--- src/occ_pkg.sv ---
// Package for the offline command coalescer: operation and message codes,
// register indexes, pipeline types and the saturating accumulate function.
// No dependencies; every other file of the block imports it.
`default_nettype none

package occ_pkg;

  typedef enum logic [3:0] {
    OP_ONOFF      = 4'd0,
    OP_LEVEL_STEP = 4'd1,
    OP_LEVEL_MOVE = 4'd2,
    OP_LEVEL_STOP = 4'd3,
    OP_CT_STEP    = 4'd4,
    OP_CT_MOVE    = 4'd5,
    OP_CT_STOP    = 4'd6,
    OP_FLUSH      = 4'd7,
    OP_CLEAR      = 4'd8
  } op_e;

  localparam logic [1:0] MSG_ONOFF = 2'd0;
  localparam logic [1:0] MSG_LEVEL = 2'd1;
  localparam logic [1:0] MSG_CT    = 2'd2;

  localparam logic [2:0] CFG_LEVEL_STEP = 3'd0;
  localparam logic [2:0] CFG_CT_STEP    = 3'd1;
  localparam logic [2:0] CFG_LEVEL_RATE = 3'd2;
  localparam logic [2:0] CFG_CT_RATE    = 3'd3;
  localparam logic [2:0] CFG_CT_RANGE   = 3'd4;

  localparam int TIME_W   = 32;
  localparam int RATE_W   = 16;
  // Elapsed time is clipped to this width: any rate of at least one then
  // already drives the quotient past its cap.
  localparam int EL_W     = 21;
  localparam int PROD_W   = RATE_W + EL_W;
  localparam int AMT_W    = 11;
  localparam int RANGE_W  = 10;
  localparam int LEVEL_W  = 9;

  // Quotients of 2048 or more by 1000 are capped at 2047.
  localparam logic [PROD_W-1:0] SAT_PRODUCT = PROD_W'(2048000);
  localparam logic [AMT_W-1:0]  DELTA_CAP   = {AMT_W{1'b1}};
  // Exact division by 1000 of values below 2^21: multiply, shift by 31.
  localparam int                RECIP_W     = 22;
  localparam logic [RECIP_W-1:0] DIV_RECIP  = RECIP_W'(2147484);
  localparam int                DIV_SHIFT   = 31;

  localparam logic [RANGE_W-1:0] LEVEL_CLAMP = RANGE_W'(254);

  localparam int FIFO_DEPTH = 4;
  localparam int FIFO_PTR_W = $clog2(FIFO_DEPTH);
  localparam int FIFO_CNT_W = $clog2(FIFO_DEPTH + 1);
  localparam int MAX_MSGS   = 3;

  typedef struct packed {
    op_e  op;
    logic dir;
    logic onoff_ok;
    logic level_ok;
    logic ct_ok;
    logic fire;
    logic up;
  } stg_t;

  typedef struct packed {
    logic [1:0]              kind;
    logic                    switch_on;
    logic signed [AMT_W-1:0] amount;
    logic                    last;
  } msg_t;

  // Adds or subtracts a magnitude and clamps symmetrically to +/-lim.
  function automatic logic signed [AMT_W-1:0] sat_add(
    input logic signed [AMT_W-1:0] acc,
    input logic [AMT_W-1:0]        mag,
    input logic                    up,
    input logic [RANGE_W-1:0]      lim
  );
    logic signed [AMT_W+1:0] sum;
    logic signed [AMT_W+1:0] hi;
    logic signed [AMT_W+1:0] res;
    hi = $signed({3'b000, lim});
    if (up) begin
      sum = $signed({{2{acc[AMT_W-1]}}, acc}) + $signed({2'b00, mag});
    end else begin
      sum = $signed({{2{acc[AMT_W-1]}}, acc}) - $signed({2'b00, mag});
    end
    if (sum > hi) begin
      res = hi;
    end else if (sum < -hi) begin
      res = -hi;
    end else begin
      res = sum;
    end
    return res[AMT_W-1:0];
  endfunction

endpackage

`default_nettype wire

--- src/occ_delta.sv ---
// Move delta unit: rate times elapsed milliseconds, divided by 1000 and
// capped at 2047, over two registered stages. Depends on occ_pkg.
`default_nettype none

module occ_delta (
  input  wire logic                       clk_i,
  input  wire logic                       en_i,
  input  wire logic [occ_pkg::EL_W-1:0]   el_i,
  input  wire logic [occ_pkg::RATE_W-1:0] rate_i,
  output logic      [occ_pkg::AMT_W-1:0]  q_o
);
  import occ_pkg::*;

  localparam int RP_W = EL_W + RECIP_W;

  logic [PROD_W-1:0] prod_d, prod_q;
  logic [RP_W-1:0]   recip_prod;
  logic [AMT_W-1:0]  q_d, q_q;

  assign prod_d = {{EL_W{1'b0}}, rate_i} * {{RATE_W{1'b0}}, el_i};

  assign recip_prod = {{RECIP_W{1'b0}}, prod_q[EL_W-1:0]} * {{EL_W{1'b0}}, DIV_RECIP};

  always_comb begin
    if (prod_q >= SAT_PRODUCT) begin
      q_d = DELTA_CAP;
    end else begin
      q_d = recip_prod[DIV_SHIFT +: AMT_W];
    end
  end

  always_ff @(posedge clk_i) begin
    if (en_i) begin
      prod_q <= prod_d;
      q_q    <= q_d;
    end
  end

  assign q_o = q_q;

endmodule

`default_nettype wire

--- src/occ_out_fifo.sv ---
// Result queue: takes up to three messages in one cycle and offers one per
// cycle, while not stalled, on the valid/stall output channel. Depends on occ_pkg.
`default_nettype none

module occ_out_fifo (
  input  wire logic                           clk_i,
  input  wire logic                           rst_ni,
  input  wire logic [1:0]                     push_n_i,
  input  wire occ_pkg::msg_t [occ_pkg::MAX_MSGS-1:0] push_i,
  output logic      [occ_pkg::FIFO_CNT_W-1:0] count_o,
  output logic                                out_valid_o,
  input  wire logic                           out_stall_i,
  output occ_pkg::msg_t                       head_o
);
  import occ_pkg::*;

  msg_t                  mem_q [FIFO_DEPTH];
  logic [FIFO_PTR_W-1:0] rd_ptr_q, wr_ptr_q;
  logic [FIFO_CNT_W-1:0] cnt_q;
  logic                  pop;

  assign out_valid_o = (cnt_q != '0);
  assign pop         = out_valid_o && !out_stall_i;
  assign head_o      = mem_q[rd_ptr_q];
  assign count_o     = cnt_q;

  always_ff @(posedge clk_i) begin
    for (int k = 0; k < MAX_MSGS; k++) begin
      if (FIFO_CNT_W'(k) < FIFO_CNT_W'(push_n_i)) begin
        mem_q[wr_ptr_q + FIFO_PTR_W'(k)] <= push_i[k];
      end
    end
  end

  always_ff @(posedge clk_i or negedge rst_ni) begin
    if (!rst_ni) begin
      rd_ptr_q <= '0;
      wr_ptr_q <= '0;
      cnt_q    <= '0;
    end else begin
      wr_ptr_q <= wr_ptr_q + FIFO_PTR_W'(push_n_i);
      if (pop) begin
        rd_ptr_q <= rd_ptr_q + FIFO_PTR_W'(1);
      end
      cnt_q <= cnt_q + FIFO_CNT_W'(push_n_i) - FIFO_CNT_W'(pop);
    end
  end

endmodule

`default_nettype wire

--- src/offline_command_coalescer.sv ---
// Offline command coalescer top level. An accepted request moves through the
// stages s1, s2 and s3, then its messages are offered from the result queue.
// Throughput: one request per cycle; a flush retires only when the four-entry
// queue has room for its messages, which drain one per cycle while the output
// is not stalled. Reset clears all slots, move trackers and the queue and loads
// the default register values. Depends on occ_pkg, occ_delta and occ_out_fifo.
`default_nettype none

module offline_command_coalescer (
  input  wire logic        clk_i,
  input  wire logic        rst_ni,
  input  wire logic        cfg_valid_i,
  output logic             cfg_ready_o,
  input  wire logic [2:0]  cfg_index_i,
  input  wire logic [15:0] cfg_data_i,
  input  wire logic        in_valid_i,
  output logic             in_stall_o,
  input  wire logic [3:0]  op_i,
  input  wire logic        direction_i,
  input  wire logic [31:0] now_ms_i,
  input  wire logic        onoff_sent_ok_i,
  input  wire logic        level_sent_ok_i,
  input  wire logic        ct_sent_ok_i,
  output logic             out_valid_o,
  input  wire logic        out_stall_i,
  output logic [1:0]       msg_kind_o,
  output logic             switch_on_o,
  output logic signed [10:0] step_amount_o,
  output logic             last_o
);
  import occ_pkg::*;

  // Configuration registers.
  logic [7:0]          level_step_q;
  logic [RANGE_W-1:0]  ct_step_q;
  logic [RATE_W-1:0]   level_rate_q, ct_rate_q;
  logic [RANGE_W-1:0]  ct_range_q;

  // Move trackers, updated when a request is accepted.
  logic              lvl_active_q, lvl_active_d, lvl_up_q, lvl_up_d;
  logic [TIME_W-1:0] lvl_start_q, lvl_start_d;
  logic              ct_active_q, ct_active_d, ct_up_q, ct_up_d;
  logic [TIME_W-1:0] ct_start_q, ct_start_d;

  // Slots, updated when a request retires from the last stage.
  logic                      sw_pend_q, sw_pend_d, sw_val_q, sw_val_d;
  logic signed [LEVEL_W-1:0] lvl_acc_q, lvl_acc_d;
  logic signed [AMT_W-1:0]   ct_acc_q, ct_acc_d;

  logic              v1_q, v2_q, v3_q;
  stg_t              s1_q, s2_q, s3_q, s1_d;
  logic [EL_W-1:0]   el_q;
  logic [RATE_W-1:0] rate_q;
  logic [TIME_W-1:0] el_raw;
  logic [RATE_W-1:0] rate_sel;
  logic [AMT_W-1:0]  q;

  logic                  en, accept, fits, retire;
  logic [FIFO_CNT_W-1:0] fifo_cnt;
  logic [1:0]            push_n;
  msg_t [MAX_MSGS-1:0]   push;
  msg_t                  head;
  logic [2:0]            present;
  msg_t [MAX_MSGS-1:0]   cand;
  logic signed [AMT_W-1:0] lvl_wide;

  assign cfg_ready_o = 1'b1;

  always_ff @(posedge clk_i or negedge rst_ni) begin
    if (!rst_ni) begin
      level_step_q <= 8'd32;
      ct_step_q    <= RANGE_W'(32);
      level_rate_q <= RATE_W'(100);
      ct_rate_q    <= RATE_W'(100);
      ct_range_q   <= RANGE_W'(347);
    end else if (cfg_valid_i && cfg_ready_o) begin
      case (cfg_index_i)
        CFG_LEVEL_STEP: level_step_q <= cfg_data_i[7:0];
        CFG_CT_STEP:    ct_step_q    <= cfg_data_i[RANGE_W-1:0];
        CFG_LEVEL_RATE: level_rate_q <= cfg_data_i;
        CFG_CT_RATE:    ct_rate_q    <= cfg_data_i;
        CFG_CT_RANGE:   ct_range_q   <= cfg_data_i[RANGE_W-1:0];
        default: ;
      endcase
    end
  end

  // Pipeline control. The whole pipeline moves together.
  assign present[0] = sw_pend_q;
  assign present[1] = (lvl_acc_q != '0);
  assign present[2] = (ct_acc_q != '0);

  always_comb begin
    push_n = '0;
    if (v3_q && s3_q.op == OP_FLUSH) begin
      push_n = 2'(present[0]) + 2'(present[1]) + 2'(present[2]);
    end
  end

  assign fits       = ({1'b0, fifo_cnt} + {{(FIFO_CNT_W - 1){1'b0}}, push_n})
                      <= (FIFO_CNT_W + 1)'(FIFO_DEPTH);
  assign en         = !v3_q || fits;
  assign retire     = v3_q && fits;
  assign in_stall_o = !en;
  assign accept     = in_valid_i && en;

  // First stage: move trackers and elapsed time.
  always_comb begin
    lvl_active_d = lvl_active_q;
    lvl_up_d     = lvl_up_q;
    lvl_start_d  = lvl_start_q;
    ct_active_d  = ct_active_q;
    ct_up_d      = ct_up_q;
    ct_start_d   = ct_start_q;
    s1_d.op       = op_e'(op_i);
    s1_d.dir      = direction_i;
    s1_d.onoff_ok = onoff_sent_ok_i;
    s1_d.level_ok = level_sent_ok_i;
    s1_d.ct_ok    = ct_sent_ok_i;
    s1_d.fire     = 1'b0;
    s1_d.up       = lvl_up_q;
    el_raw        = now_ms_i - lvl_start_q;
    rate_sel      = level_rate_q;
    case (op_e'(op_i))
      OP_LEVEL_MOVE: begin
        lvl_active_d = 1'b1;
        lvl_up_d     = direction_i;
        lvl_start_d  = now_ms_i;
      end
      OP_LEVEL_STOP: begin
        s1_d.fire    = lvl_active_q;
        lvl_active_d = 1'b0;
      end
      OP_CT_MOVE: begin
        ct_active_d = 1'b1;
        ct_up_d     = direction_i;
        ct_start_d  = now_ms_i;
      end
      OP_CT_STOP: begin
        s1_d.fire   = ct_active_q;
        s1_d.up     = ct_up_q;
        el_raw      = now_ms_i - ct_start_q;
        rate_sel    = ct_rate_q;
        ct_active_d = 1'b0;
      end
      OP_CLEAR: begin
        lvl_active_d = 1'b0;
        ct_active_d  = 1'b0;
      end
      default: ;
    endcase
  end

  always_ff @(posedge clk_i or negedge rst_ni) begin
    if (!rst_ni) begin
      lvl_active_q <= 1'b0;
      lvl_up_q     <= 1'b0;
      lvl_start_q  <= '0;
      ct_active_q  <= 1'b0;
      ct_up_q      <= 1'b0;
      ct_start_q   <= '0;
      v1_q         <= 1'b0;
      v2_q         <= 1'b0;
      v3_q         <= 1'b0;
    end else begin
      if (accept) begin
        lvl_active_q <= lvl_active_d;
        lvl_up_q     <= lvl_up_d;
        lvl_start_q  <= lvl_start_d;
        ct_active_q  <= ct_active_d;
        ct_up_q      <= ct_up_d;
        ct_start_q   <= ct_start_d;
      end
      if (en) begin
        v1_q <= accept;
        v2_q <= v1_q;
        v3_q <= v2_q;
      end
    end
  end

  always_ff @(posedge clk_i) begin
    if (en) begin
      s1_q   <= s1_d;
      s2_q   <= s1_q;
      s3_q   <= s2_q;
      rate_q <= rate_sel;
      el_q   <= (|el_raw[TIME_W-1:EL_W]) ? {EL_W{1'b1}} : el_raw[EL_W-1:0];
    end
  end

  occ_delta u_delta (
    .clk_i  (clk_i),
    .en_i   (en),
    .el_i   (el_q),
    .rate_i (rate_q),
    .q_o    (q)
  );

  // Last stage: slot updates and flush messages.
  assign lvl_wide = {{(AMT_W - LEVEL_W){lvl_acc_q[LEVEL_W-1]}}, lvl_acc_q};

  always_comb begin
    cand[0].kind      = MSG_ONOFF;
    cand[0].switch_on = sw_val_q;
    cand[0].amount    = '0;
    cand[0].last      = !present[1] && !present[2];
    cand[1].kind      = MSG_LEVEL;
    cand[1].switch_on = 1'b0;
    cand[1].amount    = lvl_wide;
    cand[1].last      = !present[2];
    cand[2].kind      = MSG_CT;
    cand[2].switch_on = 1'b0;
    cand[2].amount    = ct_acc_q;
    cand[2].last      = 1'b1;
  end

  always_comb begin
    logic [1:0] n;
    n    = '0;
    push = '0;
    for (int k = 0; k < MAX_MSGS; k++) begin
      if (present[k]) begin
        push[n] = cand[k];
        n       = n + 2'd1;
      end
    end
  end

  always_comb begin
    sw_pend_d = sw_pend_q;
    sw_val_d  = sw_val_q;
    lvl_acc_d = lvl_acc_q;
    ct_acc_d  = ct_acc_q;
    if (retire) begin
      case (s3_q.op)
        OP_ONOFF: begin
          sw_pend_d = 1'b1;
          sw_val_d  = s3_q.dir;
        end
        OP_LEVEL_STEP: begin
          lvl_acc_d = LEVEL_W'(sat_add(lvl_wide, {3'b000, level_step_q}, s3_q.dir,
                                       LEVEL_CLAMP));
        end
        OP_LEVEL_STOP: begin
          if (s3_q.fire) begin
            lvl_acc_d = LEVEL_W'(sat_add(lvl_wide, q, s3_q.up, LEVEL_CLAMP));
          end
        end
        OP_CT_STEP: begin
          ct_acc_d = sat_add(ct_acc_q, {1'b0, ct_step_q}, s3_q.dir, ct_range_q);
        end
        OP_CT_STOP: begin
          if (s3_q.fire) begin
            ct_acc_d = sat_add(ct_acc_q, q, s3_q.up, ct_range_q);
          end
        end
        OP_FLUSH: begin
          if (present[0] && s3_q.onoff_ok) begin
            sw_pend_d = 1'b0;
          end
          if (s3_q.level_ok) begin
            lvl_acc_d = '0;
          end
          if (s3_q.ct_ok) begin
            ct_acc_d = '0;
          end
        end
        OP_CLEAR: begin
          sw_pend_d = 1'b0;
          lvl_acc_d = '0;
          ct_acc_d  = '0;
        end
        default: ;
      endcase
    end
  end

  always_ff @(posedge clk_i or negedge rst_ni) begin
    if (!rst_ni) begin
      sw_pend_q <= 1'b0;
      sw_val_q  <= 1'b0;
      lvl_acc_q <= '0;
      ct_acc_q  <= '0;
    end else begin
      sw_pend_q <= sw_pend_d;
      sw_val_q  <= sw_val_d;
      lvl_acc_q <= lvl_acc_d;
      ct_acc_q  <= ct_acc_d;
    end
  end

  occ_out_fifo u_out_fifo (
    .clk_i       (clk_i),
    .rst_ni      (rst_ni),
    .push_n_i    (retire ? push_n : 2'd0),
    .push_i      (push),
    .count_o     (fifo_cnt),
    .out_valid_o (out_valid_o),
    .out_stall_i (out_stall_i),
    .head_o      (head)
  );

  assign msg_kind_o    = head.kind;
  assign switch_on_o   = head.switch_on;
  assign step_amount_o = head.amount;
  assign last_o        = head.last;

  // The result queue never holds more than its depth.
  assert property (@(posedge clk_i) disable iff (!rst_ni)
    fifo_cnt <= FIFO_CNT_W'(FIFO_DEPTH))
    else $error("result queue overflow");

  // The level slot stays within its clamp.
  assert property (@(posedge clk_i) disable iff (!rst_ni)
    (lvl_acc_q <= 9'sd254) && (lvl_acc_q >= -9'sd254))
    else $error("level slot out of range");

  // Input is held back only while a request waits in the last stage.
  assert property (@(posedge clk_i) disable iff (!rst_ni)
    in_stall_o |-> v3_q)
    else $error("stall without a waiting request");

  // A delivered on/off message empties its slot.
  assert property (@(posedge clk_i) disable iff (!rst_ni)
    (retire && s3_q.op == OP_FLUSH && s3_q.onoff_ok) |=> !sw_pend_q)
    else $error("on/off slot not cleared after delivery");

endmodule

`default_nettype wire
--- config.mk ---
export PLATFORM = sky130hd
export DESIGN_NAME = offline_command_coalescer
export DESIGN_NICKNAME = d
export VERILOG_FILES = /design/src/occ_pkg.sv /design/src/occ_delta.sv /design/src/occ_out_fifo.sv /design/src/offline_command_coalescer.sv
export SDC_FILE = /design/constraint.sdc
export NUM_CORES = 2
export LEC_CHECK = 0
export BUFFER_PORTS_ARGS = -buffer_cell sky130_fd_sc_hd__buf_2
export CAP_MARGIN = 20
export CORE_AREA = 2 2 291 293
export CTS_BUF_LIST = sky130_fd_sc_hd__clkbuf_4 sky130_fd_sc_hd__clkbuf_8 sky130_fd_sc_hd__clkbuf_16
export CTS_CLUSTER_SIZE = 8
export DETAILED_ROUTE_END_ITERATION = 16
export DIE_AREA = 0 0 293 295
export RECOVER_POWER = 100
export SLEW_MARGIN = 5
export SYNTH_ARGS = -nofsm -noshare
export SYNTH_HDL_FRONTEND = slang
export SYNTH_HIERARCHICAL = 1
export SYNTH_SLANG_ARGS = --single-unit
export TNS_END_PERCENT = 20
--- constraint.sdc ---
create_clock -name clk_i -period 17.4 [get_ports clk_i]
set_input_delay 3.48 -clock clk_i [delete_from_list [all_inputs] [get_ports clk_i]]
set_output_delay 3.48 -clock clk_i [all_outputs]
set_load 0.01 [all_outputs]
==> impl_metrics.env <==
export IMPL_status="finished with violations"
export IMPL_violations="capacitance limit, slew limit"
export IMPL_path_cells="clkbuf_1 -> clkbuf_1 -> clkbuf_1"
export IMPL_start_util_pct=44.86
export IMPL_min_period_ps=10380
export IMPL_cts_repair_resized=0
export IMPL_finalHoldViolCount=0
export IMPL_synth_area_leaders="fa_1 19%, ha_1 14%, edfxtp_1 14%"
export IMPL_cts_tree="yes"
export IMPL_dp_cells=4955
export IMPL_synth_edf_count=175
export IMPL_rows=106
export IMPL_cp_max_fo=62
export IMPL_end_kind="async pin"
export IMPL_fill_cells=7803
export IMPL_synth_seq_area_share_pct=24.87
export IMPL_drive_gt1_share_pct=8.447
export IMPL_gp_congestion=0.8754
export IMPL_crit_start="rst_ni"
export IMPL_avgSynthCellArea_um2=9.578
export IMPL_stdcell_count=5046
export IMPL_cts_buffers=48
export IMPL_required_ps=17400
export IMPL_synthDistinctLibCells=92
export IMPL_cts_buffer_depth=3
export IMPL_place_area_um2=38770
export IMPL_final_common_cell="inv_1"
export IMPL_multi_input_area_um2=25170
export IMPL_relSlewSlack_pct=-140.4
export IMPL_hp_start="s2_q[5]$_DFFE_PN_"
export IMPL_async_flop_share_pct=47.76
export IMPL_dr_pass1_iters=5
export IMPL_port_buffers=80
export IMPL_cts_max_level=2
export IMPL_place_hpwl_um=69420
export IMPL_antenna_found_initial=1
export IMPL_postCtsHoldBufs=0
export IMPL_ys_warn_count=6
export IMPL_hp_class="reg -> reg"
export IMPL_synth_seq_cells=335
export IMPL_numClockSinks=335
export IMPL_io_pins=82
export IMPL_clk_pin_slew_ps=50
export IMPL_arrival_ps=10380
export IMPL_cp_top_family="buffers and inverters"
export IMPL_regArea_um2=9276
export IMPL_setup_tns_ps=0
export IMPL_path_class="in -> async"
export IMPL_ant_nets=0
export IMPL_tightest_slew_ps=3606
export IMPL_yosysTopAreaCell="fa_1"
export IMPL_period_share_pct=59.66
export IMPL_grt_remaining_overflow=0
export IMPL_clock_skew_ps=61.42
export IMPL_drcViolationCount=0
export IMPL_drt_wirelength_per_cell_um=18.27
export IMPL_grt_pass1_vias=27526
export IMPL_coreArea_um2=83160
export IMPL_root_buffer="clkbuf_16"
export IMPL_top_usage_layer="met2"
export IMPL_area_growth_pct=7.694
export IMPL_stdcell_area_um2=40180
export IMPL_drt_wl_total_um=92180
export IMPL_postSynthCellCount=3895
export IMPL_path_common_cell="clkbuf_1"
export IMPL_grt_total_usage_pct=21.71
export IMPL_drt_iter0_drc=1635
export IMPL_use_met3_pct=2.789
export IMPL_nNetsFinal=4785
export IMPL_slowest_stage="clkbuf_1"
export IMPL_whs_ps=415.4
export IMPL_grt_max_degree=112
export IMPL_max_cap_violations=13
export IMPL_max_stage_delay_ps=2660
export IMPL_met1_usage_pct=29.98
export IMPL_drv_slew=492
export IMPL_die_w_um=293
export IMPL_layout_common_cells="588 x inv_1, 473 x nand2_1, 429 x ha_1"
export IMPL_rsz0062_at_grt="no"
export IMPL_die_area_um2=86440
export IMPL_critPathLaunchType="primary input"
export IMPL_synth_top_area_share_pct=19.48
export IMPL_worstReg2RegStart="ct_acc_q[1]$_DFFE_PN0P_"
export IMPL_grt_pass1_wl_um=149300
export IMPL_clk_latency_ps=620
export IMPL_worst_path_buf_inv=3
export IMPL_cts_setup_buffers=0
export IMPL_die_h_um=295
export IMPL_max_freq_mhz=96.33
export IMPL_diodes=0
export IMPL_vias=27260
export IMPL_setup_viol=0
export IMPL_netlist_area_um2=37310
export IMPL_yosys_most_used_dff="edfxtp_1"
export IMPL_vias_per_cell=5.402
export IMPL_grt_use_met2_pct=36.39
## metrics by stage
step | setup WS (ps) | util [%]
3_5_place_dp | 8542 | 46.63
6_report | 7019 | 48.31
4_1_cts | 9126 | 48.51
3_3_place_gp | 8603 | 46.63
2_1_floorplan | 8377 | -
5_1_grt | 5499 | 48.31
## worst reg2reg max path, delay by kind of cell (launching register included)
| family | cells | cell delay, ps |
|---|---|---|
| flops | 1 | 560 |
| compound gates | 1 | 160 |
| fa+ha+maj | 3 | 1250 |
| buf+inv | 3 | 4860 |
| simple gates | 6 | 1660 |
## kinds of logic after synthesis
family          count (synthesis)  synth area share, %
simple gates                 1100                13.92
mux                           196                6.204
xor+xnor                      131                3.075
buf+inv                       732                7.610
fa+ha+maj                     794                33.92
flops                         335                24.86
other cells                     2              0.02013
compound gates                605                10.38
## synth_stat cells (34+ instances only)
library cell	n
a31oi_1	71
xnor2_1	76
dfrtp_1	146
a21oi_1	157
nand2b_1	34
fa_1	363
nor2_1	197
nand3_1	46
edfxtp_1	175
a21o_1	55
o21ai_0	123
inv_1	588
and2_1	167
ha_1	429
nor3_1	49
xor2_1	55
mux2_2	131
mux2i_1	49
nand2_1	473
clkbuf_1	107
## flip-flops by register name, indices dropped and copies added, names as in the netlist, 11 cells and up
signal,flops
el_q,21
ct_rate_q,16
u_out_fifo/mem_q,60
u_delta/q_o,11
ct_acc_q,11
rate_q,16
level_rate_q,16
lvl_start_q,32
u_delta/prod_q,37
ct_start_q,32
## path summary, 6_finish.rpt
kind / endpoint / slack, ps / depth (start not counted)
worst max-delay path: u_out_fifo/rd_ptr_q[0]$_DFFE_PN0P_ / 7020 / 3
worst min-delay path: s3_q[5]$_DFFE_PN_ / 420 / 0
worst max register to register: v3_q$_DFFE_PN0N_ / 8640 / 13
worst min register to register: s3_q[5]$_DFFE_PN_ / 420 / 0
max in group clk_i: el_q[1]$_SDFFCE_PP1N_ / 7270 / 17
min in group asynchronous: lvl_start_q[28]$_DFFE_PN0P_ / 3700 / 1
## area by class of cell
class	count	area share, %
multi-input cells	2839	62.66
flip-flops and latches	335	23.09
inverters	588	5.493
clock buffers	82	3.640
well taps	1080	3.363
repair buffers	117	1.507
clock inverters	5	0.2491
## routing by layer
layer | share of wire (%) | wire length, um | vias to the layer above
met3 | 5.3 | 4844 | 132
met4 | 2.0 | 1816 | 0
met2 | 47 | 43430 | 710
met5 | 0 | 0 | -
met1 | 46 | 42080 | 13329
li1 | - | - | 13089
Power is not shown: default switching activity piles up to over one toggle a cycle in this logic, so the estimate is an artifact.
